`src/hw/rtl/ctbr_pkg.sv`:
```
// shared constants, types and helpers for the two-way byte-read cache
`default_nettype none

package ctbr_pkg;

  localparam int unsigned NUM_SETS_DEF  = 32;
  localparam int unsigned ADDR_BITS_DEF = 20;
  localparam int unsigned PADDR_W       = 21;
  localparam int unsigned WORD_W        = 32;
  localparam int unsigned BYTE_W        = 8;
  localparam int unsigned LANE_W        = 2;
  localparam int unsigned NUM_WAYS      = 2;
  localparam logic [BYTE_W-1:0] BYTE_ILLEGAL = 8'hFF;

  typedef enum logic [1:0] {
    ST_HIT     = 2'd0,
    ST_FILL    = 2'd1,
    ST_ILLEGAL = 2'd2
  } status_e;

  // write request from the lookup logic into the set store
  typedef struct packed {
    logic en;
    logic way;
  } fill_t;

  function automatic logic [BYTE_W-1:0] lane_byte(input logic [WORD_W-1:0] word,
                                                  input logic [LANE_W-1:0] lane);
    logic [BYTE_W-1:0] b;
    case (lane)
      2'd0:    b = word[7:0];
      2'd1:    b = word[15:8];
      2'd2:    b = word[23:16];
      2'd3:    b = word[31:24];
      default: b = word[7:0];
    endcase
    return b;
  endfunction

endpackage

`default_nettype wire

```
`src/hw/rtl/two_way_cache_byte_read_core.sv`:
```
// two-way set-associative byte-read cache with fill-order replacement
// an access is accepted at a start edge; busy is high for the next cycle while the
// set's tag/data entries, read at accept, are looked up, and done strobes the result in the cycle after
// a new access is not accepted while busy is high; in the lookup cycle a miss writes
// the fetched word back into the victim way of the set in the way memories
// reset clears valid and newest-way flops at once; tag/data memories are not cleared
`default_nettype none

module two_way_cache_byte_read_core #(
  parameter int unsigned NUM_SETS  = ctbr_pkg::NUM_SETS_DEF,
  parameter int unsigned ADDR_BITS = ctbr_pkg::ADDR_BITS_DEF
) (
  input  wire logic                           clk_i,
  input  wire logic                           rst_ni,
  input  wire logic                           start,
  output logic                                busy,
  input  wire logic [ctbr_pkg::PADDR_W-1:0]   phys_addr_i,
  input  wire logic [ctbr_pkg::WORD_W-1:0]    mem_word_i,
  output logic                                done_o,
  output logic [ctbr_pkg::BYTE_W-1:0]         byte_out_o,
  output logic [1:0]                          status_o
);

  localparam int unsigned SET_W   = $clog2(NUM_SETS);
  localparam int unsigned EXT_W   = 33;
  localparam int unsigned TAG_LO  = ctbr_pkg::LANE_W + SET_W;
  localparam int unsigned TAG_W   = ADDR_BITS - TAG_LO;

  logic [EXT_W-1:0] addr_ext;
  logic             accept;
  logic             legal_d;
  logic [SET_W-1:0] set_d;
  logic [TAG_W-1:0] tag_d;

  logic                          busy_q;
  logic                          legal_q;
  logic [SET_W-1:0]              set_q;
  logic [TAG_W-1:0]              tag_q;
  logic [ctbr_pkg::LANE_W-1:0]   lane_q;
  logic [ctbr_pkg::WORD_W-1:0]   word_q;

  logic                          done_q;
  logic [ctbr_pkg::BYTE_W-1:0]   byte_q;
  ctbr_pkg::status_e             status_q;

  logic [ctbr_pkg::NUM_WAYS-1:0]                          rd_valid;
  logic                                                   rd_newest;
  logic [ctbr_pkg::NUM_WAYS-1:0][TAG_W-1:0]               rd_tag;
  logic [ctbr_pkg::NUM_WAYS-1:0][ctbr_pkg::WORD_W-1:0]    rd_data;
  ctbr_pkg::fill_t                                        fill;
  ctbr_pkg::fill_t                                        fill_gated;
  logic [ctbr_pkg::BYTE_W-1:0]                            lk_byte;
  ctbr_pkg::status_e                                      lk_status;

  assign accept   = start && !busy_q;
  assign addr_ext = EXT_W'(phys_addr_i);
  assign legal_d  = (addr_ext >> ADDR_BITS) == '0;
  assign set_d    = addr_ext[TAG_LO-1:ctbr_pkg::LANE_W];
  assign tag_d    = addr_ext[ADDR_BITS-1:TAG_LO];

  always_ff @(posedge clk_i or negedge rst_ni) begin
    if (!rst_ni) begin
      busy_q <= 1'b0;
      done_q <= 1'b0;
    end else begin
      busy_q <= accept;
      done_q <= busy_q;
    end
  end

  always_ff @(posedge clk_i) begin
    if (accept) begin
      legal_q <= legal_d;
      set_q   <= set_d;
      tag_q   <= tag_d;
      lane_q  <= phys_addr_i[ctbr_pkg::LANE_W-1:0];
      word_q  <= mem_word_i;
    end
    if (busy_q) begin
      byte_q   <= lk_byte;
      status_q <= lk_status;
    end
  end

  ctbr_store #(
    .NUM_SETS (NUM_SETS),
    .TAG_W    (TAG_W)
  ) u_store (
    .clk_i       (clk_i),
    .rst_ni      (rst_ni),
    .rd_en_i     (accept),
    .rd_set_i    (set_d),
    .rd_valid_o  (rd_valid),
    .rd_newest_o (rd_newest),
    .rd_tag_o    (rd_tag),
    .rd_data_o   (rd_data),
    .wr_i        (fill_gated),
    .wr_set_i    (set_q),
    .wr_tag_i    (tag_q),
    .wr_data_i   (word_q)
  );

  ctbr_lookup #(
    .TAG_W (TAG_W)
  ) u_lookup (
    .legal_i    (legal_q),
    .tag_i      (tag_q),
    .lane_i     (lane_q),
    .mem_word_i (word_q),
    .valid_i    (rd_valid),
    .newest_i   (rd_newest),
    .tag_rd_i   (rd_tag),
    .data_rd_i  (rd_data),
    .fill_o     (fill),
    .byte_o     (lk_byte),
    .status_o   (lk_status)
  );

  // write back only in the lookup cycle
  always_comb begin
    fill_gated     = fill;
    fill_gated.en  = fill.en && busy_q;
  end

  assign busy       = busy_q;
  assign done_o     = done_q;
  assign byte_out_o = byte_q;
  assign status_o   = status_q;

  a_accept_busy : assert property (@(posedge clk_i) disable iff (!rst_ni)
    (start && !busy) |=> busy)
    else $error("accepted transfer did not start a lookup");

  a_busy_done : assert property (@(posedge clk_i) disable iff (!rst_ni)
    busy |=> (done_o && !busy))
    else $error("lookup did not deliver exactly one result");

  a_illegal_byte : assert property (@(posedge clk_i) disable iff (!rst_ni)
    (done_o && (status_o == ctbr_pkg::ST_ILLEGAL)) |-> (byte_out_o == ctbr_pkg::BYTE_ILLEGAL))
    else $error("illegal address result carries a data byte");

  a_illegal_no_fill : assert property (@(posedge clk_i) disable iff (!rst_ni)
    (busy && !legal_q) |-> !fill_gated.en)
    else $error("illegal address wrote the cache");

endmodule

`default_nettype wire

```
`src/hw/rtl/ctbr_store.sv`:
```
// per-set storage: tag/data memories per way, valid and newest-way flops
`default_nettype none

module ctbr_store #(
  parameter int unsigned NUM_SETS = ctbr_pkg::NUM_SETS_DEF,
  parameter int unsigned TAG_W    = 13
) (
  input  wire logic                                         clk_i,
  input  wire logic                                         rst_ni,
  input  wire logic                                         rd_en_i,
  input  wire logic [$clog2(NUM_SETS)-1:0]                  rd_set_i,
  output logic      [ctbr_pkg::NUM_WAYS-1:0]                rd_valid_o,
  output logic                                              rd_newest_o,
  output logic      [ctbr_pkg::NUM_WAYS-1:0][TAG_W-1:0]     rd_tag_o,
  output logic      [ctbr_pkg::NUM_WAYS-1:0][ctbr_pkg::WORD_W-1:0] rd_data_o,
  input  wire ctbr_pkg::fill_t                              wr_i,
  input  wire logic [$clog2(NUM_SETS)-1:0]                  wr_set_i,
  input  wire logic [TAG_W-1:0]                             wr_tag_i,
  input  wire logic [ctbr_pkg::WORD_W-1:0]                  wr_data_i
);

  localparam int unsigned ENTRY_W = TAG_W + ctbr_pkg::WORD_W;

  logic [NUM_SETS-1:0][ctbr_pkg::NUM_WAYS-1:0] valid_q;
  logic [NUM_SETS-1:0]                         newest_q;
  logic [ctbr_pkg::NUM_WAYS-1:0]               rd_valid_q;
  logic                                        rd_newest_q;

  // valid and fill-order bits live in flops so reset clears them at once
  always_ff @(posedge clk_i or negedge rst_ni) begin
    if (!rst_ni) begin
      valid_q     <= '0;
      newest_q    <= '0;
      rd_valid_q  <= '0;
      rd_newest_q <= 1'b0;
    end else begin
      if (wr_i.en) begin
        valid_q[wr_set_i][wr_i.way] <= 1'b1;
        newest_q[wr_set_i]          <= wr_i.way;
      end
      if (rd_en_i) begin
        rd_valid_q  <= valid_q[rd_set_i];
        rd_newest_q <= newest_q[rd_set_i];
      end
    end
  end

  assign rd_valid_o  = rd_valid_q;
  assign rd_newest_o = rd_newest_q;

  for (genvar g = 0; g < ctbr_pkg::NUM_WAYS; g++) begin : g_way
    logic [ENTRY_W-1:0] mem [NUM_SETS];
    logic [ENTRY_W-1:0] rdata_q;

    always_ff @(posedge clk_i) begin
      if (wr_i.en && (wr_i.way == 1'(g))) begin
        mem[wr_set_i] <= {wr_tag_i, wr_data_i};
      end
      if (rd_en_i) begin
        rdata_q <= mem[rd_set_i];
      end
    end

    assign rd_tag_o[g]  = rdata_q[ENTRY_W-1:ctbr_pkg::WORD_W];
    assign rd_data_o[g] = rdata_q[ctbr_pkg::WORD_W-1:0];
  end

endmodule

`default_nettype wire

```
`src/hw/rtl/ctbr_lookup.sv`:
```
// tag compare, victim choice and result byte selection for one set
`default_nettype none

module ctbr_lookup #(
  parameter int unsigned TAG_W = 13
) (
  input  wire logic                                            legal_i,
  input  wire logic [TAG_W-1:0]                                tag_i,
  input  wire logic [ctbr_pkg::LANE_W-1:0]                     lane_i,
  input  wire logic [ctbr_pkg::WORD_W-1:0]                     mem_word_i,
  input  wire logic [ctbr_pkg::NUM_WAYS-1:0]                   valid_i,
  input  wire logic                                            newest_i,
  input  wire logic [ctbr_pkg::NUM_WAYS-1:0][TAG_W-1:0]        tag_rd_i,
  input  wire logic [ctbr_pkg::NUM_WAYS-1:0][ctbr_pkg::WORD_W-1:0] data_rd_i,
  output ctbr_pkg::fill_t                                      fill_o,
  output logic [ctbr_pkg::BYTE_W-1:0]                          byte_o,
  output ctbr_pkg::status_e                                    status_o
);

  logic hit0, hit1, victim;

  // a matching tag on an invalid way is not a hit
  assign hit0 = valid_i[0] && (tag_rd_i[0] == tag_i);
  assign hit1 = valid_i[1] && (tag_rd_i[1] == tag_i);

  always_comb begin
    if (!valid_i[0]) begin
      victim = 1'b0;
    end else if (!valid_i[1]) begin
      victim = 1'b1;
    end else begin
      victim = ~newest_i;
    end
  end

  always_comb begin
    fill_o.en  = 1'b0;
    fill_o.way = victim;
    if (!legal_i) begin
      byte_o   = ctbr_pkg::BYTE_ILLEGAL;
      status_o = ctbr_pkg::ST_ILLEGAL;
    end else if (hit0) begin
      byte_o   = ctbr_pkg::lane_byte(data_rd_i[0], lane_i);
      status_o = ctbr_pkg::ST_HIT;
    end else if (hit1) begin
      byte_o   = ctbr_pkg::lane_byte(data_rd_i[1], lane_i);
      status_o = ctbr_pkg::ST_HIT;
    end else begin
      fill_o.en = 1'b1;
      byte_o    = ctbr_pkg::lane_byte(mem_word_i, lane_i);
      status_o  = ctbr_pkg::ST_FILL;
    end
  end

endmodule

`default_nettype wire

```
`config.mk`:
```
export PLATFORM = sky130hd
export DESIGN_NAME = two_way_cache_byte_read_core
export DESIGN_NICKNAME = d
export VERILOG_FILES = /design/src/hw/rtl/ctbr_pkg.sv /design/src/hw/rtl/two_way_cache_byte_read_core.sv /design/src/hw/rtl/ctbr_store.sv /design/src/hw/rtl/ctbr_lookup.sv
export SDC_FILE = /design/constraint.sdc
export NUM_CORES = 2
export LEC_CHECK = 0
export ABC_AREA = 1
export BUFFER_PORTS_ARGS = -buffer_cell sky130_fd_sc_hd__clkbuf_2
export CELL_PAD_IN_SITES_DETAIL_PLACEMENT = 1
export CELL_PAD_IN_SITES_GLOBAL_PLACEMENT = 1
export CORE_UTILIZATION = 50
export DETAILED_ROUTE_END_ITERATION = 6
export PLACE_DENSITY_LB_ADDON = 0.15
export SYNTH_ARGS = -nofsm -noshare
export SYNTH_HDL_FRONTEND = slang
export SYNTH_SLANG_ARGS = --single-unit
```
`constraint.sdc`:
```
create_clock -name clk_i -period 8.3 [get_ports clk_i]
set_input_delay 1.66 -clock clk_i [delete_from_list [all_inputs] [get_ports clk_i]]
set_output_delay 1.66 -clock clk_i [all_outputs]
set_load 0.02 [all_outputs]
```
==> results.tsv <==
metric	value	unit
syn-num-nets	9597	
grt-ovfl-total	0	
grt_max_degree	193	
worst_slew_pin_slew	1.25	ns
synth_top_area_frac	0.738	
ys_types	34	
synth_area_leader_cell	edfxtp_1	
cts_resized	0	
drt_pass1_iterations	5	
p_int	26.3	mW
clockBufferDepth	4	
post-place-ws	2.91	ns
antenna_found_initial	20	
clock_latency	1.00	ns
initial_utilization	0.502	
crit_path_max_fanout	35	
htreeDepth	5	
syn2layout_area_growth	11.2	%
cts_root_buffer	clkbuf_16	
final_cell_mix	edfxtp_1 (3033), nor2_1 (1516), o21ai_0 (1462)	
power	34.1	mW
synth_area	123000	sq um
seq_power_share	0.517	
max_freq	0.180	GHz
cts_tree	yes	
power_density	248	nW/um^2
finalClockSkew	0.0942	ns
postSynthAreaPerCell	12.9	sq um
grt_pass1_vias	86300	
ioPinCount	68	
fin_ws	2.76	ns
grt_setup_unrepaired	no	
cts_sinks	3134	
maxSlewHeadroom	0.166	
drv_cap	0	
endpoint_kind	flip-flop	
placementRows	182	
port-buffer-count	67	
combPwrFrac	0.061	
nFillCells	24000	
synth_seq_area_share	0.758	
core_area	246000	sq um
gp_congestion	0.850	
period_share	0.668	
period_needed	5.54	ns
routed_via_density	6.47	
holdBufCountCts	0	
ys_ff_latch	3134	
postRouteAntennaNets	0	
post_drt_wl_per_cell	31.9	microns
route.detailed.drc	0	
slew_viol_final	0	
p_leak	45.4	nW
die_w	499	microns
ir_worst_vdd	0.239	mV
synth.area.top_cells	edfxtp_1 (74%), o21ai_0 (5.9%), nor2_1 (4.7%)	
critPathRequiredTime	8.90	ns
hp-class	reg2reg	
synth_cells	9541	
start_kind	flip-flop	
p_switching	7.80	mW
final_hold_viol_count	0	
setup_viol	0	
place_hpwl	215	mm
outcome	finished clean	
fp.dieArea	249000	sq um
post_cts_buffers	0	
die_h	499	microns
dr_total_vias	84000	
layout_commonest_cell	edfxtp_1	
final_core_util	0.559	
criticalPathCategory	reg2reg	
grt_usage	0.328	
grt_pass1_wl	592	mm
worst_ep_arrival_time	6.14	ns
cts_buffers	339	
power_frac_clock	0.422	
yosys_warnings	0	
totalWireLength	414	mm
setup_tns	0	ns
r2r_setup_slack	2.76	ns
switching_share	0.229	
drtIter0Drc	9727	
drive_gt1_frac	0.0836	
cts.reportedPaths.clkPinSlew	0.06	ns
num-nets-final	9553	
-- synth_stat cells, drive strengths merged --
library cell and n:
a21oi 99, a221oi 8, a31oi 1, and3 1
buf 265, clkbuf 408, clkinv 2, dfrtp 101
edfxtp 3033, inv 137, nand2 1060, nand3 488
nand4 44, nor2 1553, nor3 3, o211ai 9
o21ai 1592, o21bai 17, o221ai 96, o22ai 620
or2 1, xnor2 2, xor2 1
-- cell type report --
type	count	area [sq um]	area share
antenna	8	20.0	0.000146
clock buffer	446	9120	0.0664
clock inverter	146	1190	0.00870
inverter	139	616	0.00448
multi-input combinational	5595	26400	0.192
sequential	3134	93600	0.682
tap	3220	4030	0.0293
timing repair buffer	288	2360	0.0172
-- worst paths after layout --
path,from,end,cells after the start
hold / removal,u_store.valid_q[5],u_store.valid_q[5],2
setup / recovery,tag_q[0],u_store.g_way[0].mem[29][30],13
min in group asynchronous,rst_ni,done_o,1
setup reg to reg,tag_q[0],u_store.g_way[0].mem[29][30],13
hold reg to reg,u_store.valid_q[5],u_store.valid_q[5],2
max in group asynchronous,rst_ni,u_store.rd_valid_o[1],2
-- cell families (layout without fill, tap and decap cells) --
family,count (synthesis),count (layout),share of synthesized area
DFF,3134,3134,0.758
AOI/OAI and AO/OA,2442,2442,0.109
other,0,8,0
buffers and inverters,812,1019,0.0303
and+or+nand+nor,3150,3150,0.102
xor gates and xnor gates,3,3,0.000213
-- per-layer routing --
metal  wire (microns)  vias up  GRT usage
li1                 -    35100          -
met1           163000    43900      0.439
met2           198000     4194      0.536
met3            36000      837     0.0561
met4            16600        6      0.131
met5               44        -          0
-- sequential cells by signal (all words and copies together) (netlist names) --
name and flops:
busy 1, u_store.rd_valid_o 2, u_store.newest_q 32, u_store.g_way.rdata_q 90, word_q 32, u_store.valid_q 64
status_o 2, done_o 1, set_q 5, lane_q 2, byte_out_o 8, u_store.rd_newest_o 1
legal_q 1, tag_q 13, u_store.g_way.mem 2880
-- per-stage QoR --
step           cells  hold WS, ns  instance area, sq um
6_report       13000        0.454                137000
5_1_grt        13000        0.478                137000
4_1_cts        13000        0.450                137000
3_5_place_dp   12400        0.436                127000
3_3_place_gp   12400        0.433                127000
2_1_floorplan   9541        0.420                123000
-- worst max-delay path: stages (launching register included) --
cell and delay, ns:
edfxtp_1 1.12, buf_4 0.58, nand2_1 0.11, nand2_1 0.10, nor2_1 0.05, nand2_1 0.05, nor2_1 0.06, nand2_4 0.16
nand2_4 0.11, nor2_4 0.52, buf_4 0.53, nand3_1 0.26, nor2_4 0.68, buf_4 0.73
-- power by group through the flow --
| stage | registers, mW | logic (mW) | clock network (mW) |
|---|---|---|---|
| final | 17.6 | 2.08 | 14.4 |
| after global routing | 17.6 | 2.21 | 15.0 |
| after CTS | 17.6 | 2.05 | 14.5 |
| after detailed placement | 17.9 | 2.03 | 0 |
| after global placement | 17.9 | 1.96 | 0 |
| after floorplan | 18.0 | 1.10 | 0 |
Power figures use the tool's default switching activity.
